### config.mk
export PLATFORM = sky130hd
export DESIGN_NAME = ec_point_scalar_multiply_top
export DESIGN_NICKNAME = d
export VERILOG_FILES = /design/src/hdl/ecsm_pkg.sv /design/src/hdl/ecsm_mul.sv /design/src/hdl/ecsm_div.sv /design/src/hdl/ec_point_scalar_multiply_top.sv
export SDC_FILE = /design/constraint.sdc
export NUM_CORES = 2
export LEC_CHECK = 0
export ABC_CLOCK_PERIOD_IN_PS = 11800
export BUFFER_PORTS_ARGS = -buffer_cell sky130_fd_sc_hd__buf_2
export CAP_MARGIN = 5
export CORE_ASPECT_RATIO = 1.2
export CORE_MARGIN = 3
export CORE_UTILIZATION = 48
export DETAILED_ROUTE_END_ITERATION = 8
export PLACE_DENSITY = 0.65
export SLEW_MARGIN = 10
export SYNTH_ARGS = -nofsm -noshare
export SYNTH_HDL_FRONTEND = slang
export SYNTH_SLANG_ARGS = --single-unit
### constraint.sdc
create_clock -name clock -period 11.8 [get_ports clock]
set_input_delay 1.77 -clock clock [delete_from_list [all_inputs] [get_ports clock]]
set_output_delay 1.77 -clock clock [all_outputs]
set_load 0.05 [all_outputs]
### src/hdl/ecsm_pkg.sv
// ----------------------------------------------------------------------------
// ecsm_pkg
// Shared widths, register indexes, payload types and modular add/subtract
// helpers for the elliptic-curve scalar multiplier.
// ----------------------------------------------------------------------------
package ecsm_pkg;

   localparam int COORD_BITS  = 16;
   localparam int SCALAR_BITS = 16;
   localparam int STEP_BITS   = $clog2(SCALAR_BITS + 1);
   localparam int ITER_BITS   = $clog2(COORD_BITS + 1);
   localparam int CSR_IDX_BITS = 1;

   localparam logic [CSR_IDX_BITS-1:0] CSR_MODULUS = CSR_IDX_BITS'(0);
   localparam logic [CSR_IDX_BITS-1:0] CSR_CURVE_A = CSR_IDX_BITS'(1);

   localparam logic [COORD_BITS-1:0] MODULUS_RESET = COORD_BITS'(167);
   localparam logic [COORD_BITS-1:0] CURVE_A_RESET = COORD_BITS'(11);
   localparam logic [COORD_BITS-1:0] MODULUS_MIN   = COORD_BITS'(3);
   localparam logic [COORD_BITS-1:0] COEF_THREE    = COORD_BITS'(3);

   typedef logic [COORD_BITS-1:0] coord_type;

   typedef struct packed {
      logic [COORD_BITS-1:0]  base_x;
      logic [COORD_BITS-1:0]  base_y;
      logic                   base_is_infinity;
      logic [SCALAR_BITS-1:0] scalar;
   } req_type;

   typedef struct packed {
      logic [COORD_BITS-1:0] res_x;
      logic [COORD_BITS-1:0] res_y;
      logic                  res_is_infinity;
   } rsp_type;

   function automatic coord_type add_mod(coord_type a, coord_type b, coord_type p);
      logic [COORD_BITS:0] s;
      s = {1'b0, a} + {1'b0, b};
      if (s >= {1'b0, p}) begin
         s = s - {1'b0, p};
      end
      return s[COORD_BITS-1:0];
   endfunction

   function automatic coord_type sub_mod(coord_type a, coord_type b, coord_type p);
      logic [COORD_BITS:0] s;
      if (a >= b) begin
         s = {1'b0, a} - {1'b0, b};
      end else begin
         s = {1'b0, a} + {1'b0, p} - {1'b0, b};
      end
      return s[COORD_BITS-1:0];
   endfunction

endpackage

### src/hdl/ecsm_mul.sv
// ----------------------------------------------------------------------------
// ecsm_mul
// Bit-serial modular multiplier: a * b mod p, one bit of b per cycle,
// most significant bit first. Operand a must be below p.
// ----------------------------------------------------------------------------
module ecsm_mul
   import ecsm_pkg::*;
(
   input  logic      clock,
   input  logic      reset,
   input  logic      start,
   input  coord_type a,
   input  coord_type b,
   input  coord_type p,
   output logic      done,
   output coord_type prod
);

   logic                  run_ff, run_in;
   logic                  done_ff, done_in;
   logic [ITER_BITS-1:0]  cnt_ff, cnt_in;
   coord_type             acc_ff, acc_in;
   coord_type             a_ff, a_in;
   coord_type             b_ff, b_in;
   logic [COORD_BITS:0]   dbl;
   logic [COORD_BITS:0]   sum;

   always_comb begin
      run_in  = run_ff;
      done_in = 1'b0;
      cnt_in  = cnt_ff;
      acc_in  = acc_ff;
      a_in    = a_ff;
      b_in    = b_ff;
      dbl = {acc_ff, 1'b0};
      if (dbl >= {1'b0, p}) begin
         dbl = dbl - {1'b0, p};
      end
      sum = dbl + (b_ff[COORD_BITS-1] ? {1'b0, a_ff} : '0);
      if (sum >= {1'b0, p}) begin
         sum = sum - {1'b0, p};
      end
      if (start) begin
         run_in = 1'b1;
         cnt_in = ITER_BITS'(COORD_BITS);
         acc_in = '0;
         a_in   = a;
         b_in   = b;
      end else if (run_ff) begin
         acc_in = sum[COORD_BITS-1:0];
         b_in   = {b_ff[COORD_BITS-2:0], 1'b0};
         cnt_in = cnt_ff - ITER_BITS'(1);
         if (cnt_ff == ITER_BITS'(1)) begin
            run_in  = 1'b0;
            done_in = 1'b1;
         end
      end
   end

   always_ff @(posedge clock) begin
      if (reset) begin
         run_ff  <= 1'b0;
         done_ff <= 1'b0;
      end else begin
         run_ff  <= run_in;
         done_ff <= done_in;
      end
      cnt_ff <= cnt_in;
      acc_ff <= acc_in;
      a_ff   <= a_in;
      b_ff   <= b_in;
   end

   assign done = done_ff;
   assign prod = acc_ff;

endmodule

### src/hdl/ecsm_div.sv
// ----------------------------------------------------------------------------
// ecsm_div
// Bit-serial restoring divider: one quotient bit per cycle, giving quotient
// and remainder. The divisor must be nonzero.
// ----------------------------------------------------------------------------
module ecsm_div
   import ecsm_pkg::*;
(
   input  logic      clock,
   input  logic      reset,
   input  logic      start,
   input  coord_type dividend,
   input  coord_type divisor,
   output logic      done,
   output coord_type quo,
   output coord_type rem
);

   logic                 run_ff, run_in;
   logic                 done_ff, done_in;
   logic [ITER_BITS-1:0] cnt_ff, cnt_in;
   coord_type            rem_ff, rem_in;
   coord_type            quo_ff, quo_in;
   coord_type            dsr_ff, dsr_in;
   logic [COORD_BITS:0]  trial;

   always_comb begin
      run_in  = run_ff;
      done_in = 1'b0;
      cnt_in  = cnt_ff;
      rem_in  = rem_ff;
      quo_in  = quo_ff;
      dsr_in  = dsr_ff;
      trial   = {rem_ff, quo_ff[COORD_BITS-1]};
      if (start) begin
         run_in = 1'b1;
         cnt_in = ITER_BITS'(COORD_BITS);
         rem_in = '0;
         quo_in = dividend;
         dsr_in = divisor;
      end else if (run_ff) begin
         if (trial >= {1'b0, dsr_ff}) begin
            trial  = trial - {1'b0, dsr_ff};
            quo_in = {quo_ff[COORD_BITS-2:0], 1'b1};
         end else begin
            quo_in = {quo_ff[COORD_BITS-2:0], 1'b0};
         end
         rem_in = trial[COORD_BITS-1:0];
         cnt_in = cnt_ff - ITER_BITS'(1);
         if (cnt_ff == ITER_BITS'(1)) begin
            run_in  = 1'b0;
            done_in = 1'b1;
         end
      end
   end

   always_ff @(posedge clock) begin
      if (reset) begin
         run_ff  <= 1'b0;
         done_ff <= 1'b0;
      end else begin
         run_ff  <= run_in;
         done_ff <= done_in;
      end
      cnt_ff <= cnt_in;
      rem_ff <= rem_in;
      quo_ff <= quo_in;
      dsr_ff <= dsr_in;
   end

   assign done = done_ff;
   assign quo  = quo_ff;
   assign rem  = rem_ff;

endmodule

### src/hdl/ec_point_scalar_multiply_top.sv
// ----------------------------------------------------------------------------
// ec_point_scalar_multiply_top
// Scalar multiplication n*P on y^2 = x^3 + a*x + b over GF(p), affine
// double-and-add with the point at infinity carried as a flag.
//
// Usage:
//   Write modulus (index 0) and curve_a (index 1) through csr_we/csr_index/
//   csr_wdata while the block is idle. Present a base point and scalar on
//   req_data with start high; the item transfers when busy is low. busy stays
//   high until the result is out. The result is on rsp_data for one cycle
//   with rsp_strobe high; the receiver cannot stall it.
//   Sequence: 3 reductions mod p through the divider, then for each of the
//   SCALAR_BITS scalar bits one doubling and, for a set bit, one addition.
//   A point operation with an inverse runs extended-Euclid rounds (up to
//   about 24 rounds for 16-bit moduli); the shared bit-serial multiplier
//   and divider set the pace. With a modulus below 3 the block goes from
//   idle straight to the output state and strobes the infinity result.
//   One item is in flight at a time.
//   Reset returns the registers to modulus 167 and a = 11, and idles.
// ----------------------------------------------------------------------------
module ec_point_scalar_multiply_top
   import ecsm_pkg::*;
(
   input  logic                    clock,
   input  logic                    reset,
   input  logic                    start,
   output logic                    busy,
   input  req_type                 req_data,
   output logic                    rsp_strobe,
   output rsp_type                 rsp_data,
   input  logic                    csr_we,
   input  logic [CSR_IDX_BITS-1:0] csr_index,
   input  coord_type               csr_wdata
);

   localparam int ST_BITS = 5;
   localparam logic [ST_BITS-1:0] ST_IDLE      = 5'd0;
   localparam logic [ST_BITS-1:0] ST_RED_X     = 5'd1;
   localparam logic [ST_BITS-1:0] ST_RED_Y     = 5'd2;
   localparam logic [ST_BITS-1:0] ST_RED_A     = 5'd3;
   localparam logic [ST_BITS-1:0] ST_BIT       = 5'd4;
   localparam logic [ST_BITS-1:0] ST_PT_BEGIN  = 5'd5;
   localparam logic [ST_BITS-1:0] ST_DBL_SQ    = 5'd6;
   localparam logic [ST_BITS-1:0] ST_DBL_3     = 5'd7;
   localparam logic [ST_BITS-1:0] ST_INV_BEGIN = 5'd8;
   localparam logic [ST_BITS-1:0] ST_EU_DIV    = 5'd9;
   localparam logic [ST_BITS-1:0] ST_EU_MUL    = 5'd10;
   localparam logic [ST_BITS-1:0] ST_SLOPE     = 5'd11;
   localparam logic [ST_BITS-1:0] ST_X3        = 5'd12;
   localparam logic [ST_BITS-1:0] ST_Y3_GO     = 5'd13;
   localparam logic [ST_BITS-1:0] ST_Y3        = 5'd14;
   localparam logic [ST_BITS-1:0] ST_PT_END    = 5'd15;
   localparam logic [ST_BITS-1:0] ST_OUT       = 5'd16;

   logic [ST_BITS-1:0]     state_ff, state_in;
   coord_type              modulus_ff, modulus_in;
   coord_type              curve_a_ff, curve_a_in;
   coord_type              ca_ff, ca_in;
   coord_type              hold_x_ff, hold_x_in;
   coord_type              hold_y_ff, hold_y_in;
   logic                   hold_inf_ff, hold_inf_in;
   coord_type              acc_x_ff, acc_x_in;
   coord_type              acc_y_ff, acc_y_in;
   logic                   acc_inf_ff, acc_inf_in;
   coord_type              r_x_ff, r_x_in;
   coord_type              r_y_ff, r_y_in;
   logic                   r_inf_ff, r_inf_in;
   logic [SCALAR_BITS-1:0] scalar_ff, scalar_in;
   logic [STEP_BITS-1:0]   steps_ff, steps_in;
   logic                   bit_ff, bit_in;
   logic                   add_phase_ff, add_phase_in;
   coord_type              num_ff, num_in;
   coord_type              r0_ff, r0_in;
   coord_type              r1_ff, r1_in;
   coord_type              t0_ff, t0_in;
   coord_type              t1_ff, t1_in;
   coord_type              sl_ff, sl_in;
   coord_type              x3_ff, x3_in;
   logic                   mul_go_ff, mul_go_in;
   coord_type              mul_a_ff, mul_a_in;
   coord_type              mul_b_ff, mul_b_in;
   logic                   div_go_ff, div_go_in;
   coord_type              div_n_ff, div_n_in;
   coord_type              div_d_ff, div_d_in;
   logic                   rsp_strobe_ff, rsp_strobe_in;
   rsp_type                rsp_data_ff, rsp_data_in;

   logic      mul_done;
   coord_type mul_prod;
   logic      div_done;
   coord_type div_quo;
   coord_type div_rem;

   ecsm_mul u_mul (
      .clock (clock),
      .reset (reset),
      .start (mul_go_ff),
      .a     (mul_a_ff),
      .b     (mul_b_ff),
      .p     (modulus_ff),
      .done  (mul_done),
      .prod  (mul_prod)
   );

   ecsm_div u_div (
      .clock    (clock),
      .reset    (reset),
      .start    (div_go_ff),
      .dividend (div_n_ff),
      .divisor  (div_d_ff),
      .done     (div_done),
      .quo      (div_quo),
      .rem      (div_rem)
   );

   always_comb begin
      state_in      = state_ff;
      modulus_in    = modulus_ff;
      curve_a_in    = curve_a_ff;
      ca_in         = ca_ff;
      hold_x_in     = hold_x_ff;
      hold_y_in     = hold_y_ff;
      hold_inf_in   = hold_inf_ff;
      acc_x_in      = acc_x_ff;
      acc_y_in      = acc_y_ff;
      acc_inf_in    = acc_inf_ff;
      r_x_in        = r_x_ff;
      r_y_in        = r_y_ff;
      r_inf_in      = r_inf_ff;
      scalar_in     = scalar_ff;
      steps_in      = steps_ff;
      bit_in        = bit_ff;
      add_phase_in  = add_phase_ff;
      num_in        = num_ff;
      r0_in         = r0_ff;
      r1_in         = r1_ff;
      t0_in         = t0_ff;
      t1_in         = t1_ff;
      sl_in         = sl_ff;
      x3_in         = x3_ff;
      mul_go_in     = 1'b0;
      mul_a_in      = mul_a_ff;
      mul_b_in      = mul_b_ff;
      div_go_in     = 1'b0;
      div_n_in      = div_n_ff;
      div_d_in      = div_d_ff;
      rsp_strobe_in = 1'b0;
      rsp_data_in   = rsp_data_ff;

      if (csr_we) begin
         unique case (csr_index)
            CSR_MODULUS: modulus_in = csr_wdata;
            CSR_CURVE_A: curve_a_in = csr_wdata;
            default: ;
         endcase
      end

      unique case (state_ff)
         ST_IDLE: begin
            if (start) begin
               scalar_in   = req_data.scalar;
               hold_y_in   = req_data.base_y;
               hold_inf_in = req_data.base_is_infinity;
               acc_inf_in  = 1'b1;
               if (modulus_ff < MODULUS_MIN) begin
                  state_in = ST_OUT;
               end else begin
                  div_go_in = 1'b1;
                  div_n_in  = req_data.base_x;
                  div_d_in  = modulus_ff;
                  state_in  = ST_RED_X;
               end
            end
         end
         ST_RED_X: begin
            if (div_done) begin
               hold_x_in = div_rem;
               div_go_in = 1'b1;
               div_n_in  = hold_y_ff;
               state_in  = ST_RED_Y;
            end
         end
         ST_RED_Y: begin
            if (div_done) begin
               hold_y_in = div_rem;
               div_go_in = 1'b1;
               div_n_in  = curve_a_ff;
               state_in  = ST_RED_A;
            end
         end
         ST_RED_A: begin
            if (div_done) begin
               ca_in      = div_rem;
               acc_inf_in = 1'b1;
               steps_in   = STEP_BITS'(SCALAR_BITS);
               state_in   = ST_BIT;
            end
         end
         ST_BIT: begin
            steps_in     = steps_ff - STEP_BITS'(1);
            bit_in       = scalar_ff[SCALAR_BITS-1];
            scalar_in    = {scalar_ff[SCALAR_BITS-2:0], 1'b0};
            add_phase_in = 1'b0;
            r_x_in       = acc_x_ff;
            r_y_in       = acc_y_ff;
            r_inf_in     = acc_inf_ff;
            state_in     = ST_PT_BEGIN;
         end
         ST_PT_BEGIN: begin
            if (acc_inf_ff) begin
               acc_x_in   = r_x_ff;
               acc_y_in   = r_y_ff;
               acc_inf_in = r_inf_ff;
               state_in   = ST_PT_END;
            end else if (r_inf_ff) begin
               state_in = ST_PT_END;
            end else if (acc_x_ff == r_x_ff && acc_y_ff == r_y_ff) begin
               mul_go_in = 1'b1;
               mul_a_in  = acc_x_ff;
               mul_b_in  = acc_x_ff;
               state_in  = ST_DBL_SQ;
            end else begin
               num_in   = sub_mod(r_y_ff, acc_y_ff, modulus_ff);
               r1_in    = sub_mod(r_x_ff, acc_x_ff, modulus_ff);
               state_in = ST_INV_BEGIN;
            end
         end
         ST_DBL_SQ: begin
            if (mul_done) begin
               mul_go_in = 1'b1;
               mul_a_in  = mul_prod;
               mul_b_in  = COEF_THREE;
               state_in  = ST_DBL_3;
            end
         end
         ST_DBL_3: begin
            if (mul_done) begin
               num_in   = add_mod(mul_prod, ca_ff, modulus_ff);
               r1_in    = add_mod(acc_y_ff, acc_y_ff, modulus_ff);
               state_in = ST_INV_BEGIN;
            end
         end
         ST_INV_BEGIN: begin
            if (r1_ff == '0) begin
               acc_inf_in = 1'b1;
               state_in   = ST_PT_END;
            end else begin
               r0_in     = modulus_ff;
               t0_in     = '0;
               t1_in     = COORD_BITS'(1);
               div_go_in = 1'b1;
               div_n_in  = modulus_ff;
               div_d_in  = r1_ff;
               state_in  = ST_EU_DIV;
            end
         end
         ST_EU_DIV: begin
            if (div_done) begin
               r0_in     = r1_ff;
               r1_in     = div_rem;
               mul_go_in = 1'b1;
               mul_a_in  = t1_ff;
               mul_b_in  = div_quo;
               state_in  = ST_EU_MUL;
            end
         end
         ST_EU_MUL: begin
            if (mul_done) begin
               t0_in = t1_ff;
               t1_in = sub_mod(t0_ff, mul_prod, modulus_ff);
               if (r1_ff != '0) begin
                  div_go_in = 1'b1;
                  div_n_in  = r0_ff;
                  div_d_in  = r1_ff;
                  state_in  = ST_EU_DIV;
               end else if (r0_ff == COORD_BITS'(1)) begin
                  mul_go_in = 1'b1;
                  mul_a_in  = num_ff;
                  mul_b_in  = t1_ff;
                  state_in  = ST_SLOPE;
               end else begin
                  acc_inf_in = 1'b1;
                  state_in   = ST_PT_END;
               end
            end
         end
         ST_SLOPE: begin
            if (mul_done) begin
               sl_in     = mul_prod;
               mul_go_in = 1'b1;
               mul_a_in  = mul_prod;
               mul_b_in  = mul_prod;
               state_in  = ST_X3;
            end
         end
         ST_X3: begin
            if (mul_done) begin
               x3_in    = sub_mod(sub_mod(mul_prod, acc_x_ff, modulus_ff), r_x_ff,
                                  modulus_ff);
               state_in = ST_Y3_GO;
            end
         end
         ST_Y3_GO: begin
            mul_go_in = 1'b1;
            mul_a_in  = sl_ff;
            mul_b_in  = sub_mod(acc_x_ff, x3_ff, modulus_ff);
            state_in  = ST_Y3;
         end
         ST_Y3: begin
            if (mul_done) begin
               acc_x_in   = x3_ff;
               acc_y_in   = sub_mod(mul_prod, acc_y_ff, modulus_ff);
               acc_inf_in = 1'b0;
               state_in   = ST_PT_END;
            end
         end
         ST_PT_END: begin
            if (!add_phase_ff && bit_ff) begin
               add_phase_in = 1'b1;
               r_x_in       = hold_x_ff;
               r_y_in       = hold_y_ff;
               r_inf_in     = hold_inf_ff;
               state_in     = ST_PT_BEGIN;
            end else if (steps_ff == '0) begin
               state_in = ST_OUT;
            end else begin
               state_in = ST_BIT;
            end
         end
         ST_OUT: begin
            rsp_strobe_in               = 1'b1;
            rsp_data_in.res_is_infinity = acc_inf_ff;
            rsp_data_in.res_x           = acc_inf_ff ? '0 : acc_x_ff;
            rsp_data_in.res_y           = acc_inf_ff ? '0 : acc_y_ff;
            state_in                    = ST_IDLE;
         end
         default: state_in = ST_IDLE;
      endcase
   end

   always_ff @(posedge clock) begin
      if (reset) begin
         state_ff      <= ST_IDLE;
         modulus_ff    <= MODULUS_RESET;
         curve_a_ff    <= CURVE_A_RESET;
         mul_go_ff     <= 1'b0;
         div_go_ff     <= 1'b0;
         rsp_strobe_ff <= 1'b0;
      end else begin
         state_ff      <= state_in;
         modulus_ff    <= modulus_in;
         curve_a_ff    <= curve_a_in;
         mul_go_ff     <= mul_go_in;
         div_go_ff     <= div_go_in;
         rsp_strobe_ff <= rsp_strobe_in;
      end
      ca_ff        <= ca_in;
      hold_x_ff    <= hold_x_in;
      hold_y_ff    <= hold_y_in;
      hold_inf_ff  <= hold_inf_in;
      acc_x_ff     <= acc_x_in;
      acc_y_ff     <= acc_y_in;
      acc_inf_ff   <= acc_inf_in;
      r_x_ff       <= r_x_in;
      r_y_ff       <= r_y_in;
      r_inf_ff     <= r_inf_in;
      scalar_ff    <= scalar_in;
      steps_ff     <= steps_in;
      bit_ff       <= bit_in;
      add_phase_ff <= add_phase_in;
      num_ff       <= num_in;
      r0_ff        <= r0_in;
      r1_ff        <= r1_in;
      t0_ff        <= t0_in;
      t1_ff        <= t1_in;
      sl_ff        <= sl_in;
      x3_ff        <= x3_in;
      mul_a_ff     <= mul_a_in;
      mul_b_ff     <= mul_b_in;
      div_n_ff     <= div_n_in;
      div_d_ff     <= div_d_in;
      rsp_data_ff  <= rsp_data_in;
   end

   assign busy       = (state_ff != ST_IDLE);
   assign rsp_strobe = rsp_strobe_ff;
   assign rsp_data   = rsp_data_ff;

   a_accept_busy: assert property (@(posedge clock) disable iff (reset)
      start && !busy |=> busy)
      else $error("accepted transfer did not raise busy");

   a_inf_zero: assert property (@(posedge clock) disable iff (reset)
      rsp_strobe && rsp_data.res_is_infinity |-> rsp_data.res_x == '0 &&
         rsp_data.res_y == '0)
      else $error("infinity result with nonzero coordinates");

   a_strobe_idle: assert property (@(posedge clock) disable iff (reset)
      rsp_strobe |-> !busy && !$past(rsp_strobe))
      else $error("result strobe outside single idle cycle");

   a_div_wait: assert property (@(posedge clock) disable iff (reset)
      div_done |-> state_ff == ST_RED_X || state_ff == ST_RED_Y ||
         state_ff == ST_RED_A || state_ff == ST_EU_DIV)
      else $error("divider finished outside a divide wait state");

endmodule

==> reports/summary.txt <==
Largest register FFs: 33
post-synthesis compound-gate area fraction: 17.33%
Max-slew headroom: 17.84%
Routed WL per cell: 26.96 microns
Worst Setup Start Kind: flip-flop
pre-CTS setup slack: 4.139 ns
minimum clock period: 7.921 ns
Starting Density: 48.78%
Max Cap Viol: 0
Seq/Total Area, Yosys: 36.16%
Final Cell Area: 42780 sq um
top post-synthesis cells by area: edfxtp_1 (32%), ha_1 (12%), nand2_1 (4.9%), fa_1 (4.7%), dfxtp_1 (4.4%)
Pins Over Slew Limit: 0
top-count cell post-synth: nand2_1
Final Hold Fails: 0
GRT Residual Overflow: 0
unrepaired setup endpoints after global routing: false
Async SR Flop Fraction: 0%
synth cell count leaders: nand2_1 (507), edfxtp_1 (411), inv_1 (381)
Worst VDD drop: 0.1787 mV
Synth Area in Simple Gates: 15.50%
Setup Buffers After CTS: 0
root buf cell: clkbuf_16
CP max FO: 30
Syn Nets: 4752
DIE HEIGHT: 317.8 microns
drt pass-1 iters: 7
cell taking the most area after synthesis: edfxtp_1
first-pass GRT wire length: 208700 microns
Data arrival, critical path: 8.44 ns
top_reg_cell synth: edfxtp_1
1st-iter DRT viols: 3535
Syn-to-layout area delta: 9.992%
Min-Delay Path Class: flip-flop to flip-flop
multiplexer area fraction after synthesis: 3.050%
synthesis warning total: 0
# IOs: 105
Post-synth EDFFs: 411
Reg clk slew, reported paths: 0.07 ns
element type at the critical path end: flip-flop
via count: 33399
largest net degree at the start of global routing: 69
largest family of logic cells by synthesized area: compound AO/OA/AOI/OAI gates
core footprint: 79740 sq um
CTS tree: built
Post-Syn Instances: 4226
Setup Viol. Count Final: 0
Post-Synth Adder-Cell Area: 16.44%
final wirelength: 146100 microns
CTS Hold Bufs: 0
Num CTS Buffers: 56
clk buf depth: 3
Setup TNS Final: 0 ns
standard-cell rows: 113
drt via density: 6.161
DP Area: 40840 sq um
Syn Std Cell Area: 38890 sq um
share of cells above drive strength 1: 8.712%
Clock Sinks: 497
All-Layer GR Usage: 33.73%
outcome: finished clean
latest clock arrival within the worst-skew pair: 0.70 ns
Worst Tran Pin Value: 1.227 ns
vias in the first global route: 31666
nets@finish: 4863
flops & latches, synth: 497
critical setup path kind: flip-flop to flip-flop
gpl congestion: 1.077
f_max: 126.2 MHz
Residual DRC: 0
Die Footprint: 84500 sq um
Final period util: 67.13%
PwrDens: 173.1 nW/um^2
initial antenna violation count: 1
dpl hpwl: 110900 microns
post_cts resized: 0
share of Yosys cell area claimed by the top area cell type: 31.73%
Leak Pwr: 17.70 nW
Avg Inst Size Synth: 9.204 sq um
Clock Skew: 0.07066 ns
xor-xnor portion of the synthesized cell area: 6.530%
antenna viol nets, final: 0
port bufs: 104
synth unique cells: 96
setup slack after layout: 3.879 ns
Req. time, crit path: 12.32 ns
Power Total: 7.405 mW
Die X: 265.9 microns
CTS H-tree lvls: 2
-- worst paths after layout --
kind	start	depth (start not counted)	slack, ns	endpoint
setup / recovery	u_mul.prod[0]	24	3.88	u_mul.prod[13]
hold / removal	div_d_ff[0]	0	0.41	u_div.dsr_ff[0]
setup reg to reg	u_mul.prod[0]	24	3.88	u_mul.prod[13]
hold reg to reg	div_d_ff[0]	0	0.41	u_div.dsr_ff[0]
-- placed cells by master, fill, tap and decap left out, types with 32 or more instances in the layout --
cell and count:
fa_1 92, xnor2_1 192, dfxtp_1 84, nor2_1 336, nor2b_1 49, nand2_1 507
nor3_1 95, edfxtp_1 411, a211oi_1 51, clkbuf_16 59, a222oi_1 32, a31oi_1 57
nand3_1 77, buf_2 104, ha_1 364, xor2_1 98, or3_1 33, buf_4 72
a21o_1 82, a21oi_1 265, o21ai_0 261, nand2b_1 45, mux2_2 36, and2_1 47
inv_1 381, mux2i_1 78
-- logic make-up (layout without fill, tap and decap cells) --
kind of cell	Yosys count	in the layout
adders and majority gates	456	456
other	0	1
muxes	114	114
and+or+nand+nor	1324	1324
buffers and inverters	506	665
DFF	497	497
xor gates and xnor gates	290	290
AOI/OAI and AO/OA	1039	1039
-- report_power, final --
| group | total (mW) | leakage, nW | switching (mW) | internal (mW) |
|---|---|---|---|---|
| combinational | 3.09 | 12.3 | 1.88 | 1.21 |
| sequential | 2.48 | 4.49 | 0.237 | 2.24 |
| clock | 1.83 | 0.941 | 0.812 | 1.02 |
-- routing by layer --
metal / GRT usage [%] / part of all wire (%) / up-vias
met5: 0 / 0 / -
met4: 26.65 / 9.7 / 0
met3: 6.132 / 9.2 / 399
met2: 50.40 / 42 / 1651
met1: 42.98 / 39 / 15949
li1: - / - / 15400
-- final cells by class --
type	count	area (sq um)
fill	7467	36960
clock buffer	70	1558
antenna	1	2.502
tap	1035	1295
multi-input combinational	3223	22980
clock inverter	36	376.6
sequential	497	14070
timing repair buffer	176	1061
inverter	383	1438
-- stage by stage --
| step | instances | util [%] | hold WS, ns |
|---|---|---|---|
| final | 5421 | 53.65 | 0.4130 |
| after CTS | 5420 | 53.65 | 0.4171 |
| after detailed placement | 5314 | 51.22 | 0.4045 |
| after global routing | 5420 | 53.65 | 0.4215 |
| after floorplan | 4226 | - | 0.4003 |
| after global placement | 5314 | 51.22 | 0.4015 |
-- critical path, cell delays in order (launching register included) --
cell and delay, ns:
dfxtp_1 0.71, ha_1 0.36, nor2b_1 0.15, o31a_1 0.28, o41ai_1 0.66, o2111ai_1 0.26
nand2_1 0.66, mux2_2 0.44, ha_1 0.31, a211oi_1 0.30, o21ai_0 0.20, a221oi_1 0.43
a21oi_1 0.13, a21oi_1 0.20, xnor2_1 0.17, ha_1 0.32, nor2b_1 0.17, o21a_1 0.16
o21ai_0 0.19, o211ai_1 0.13, o211ai_1 0.14, nor4b_4 0.69, buf_4 0.36, a2111oi_0 0.10
a221o_1 0.29
(Power assumes the default switching activity.)
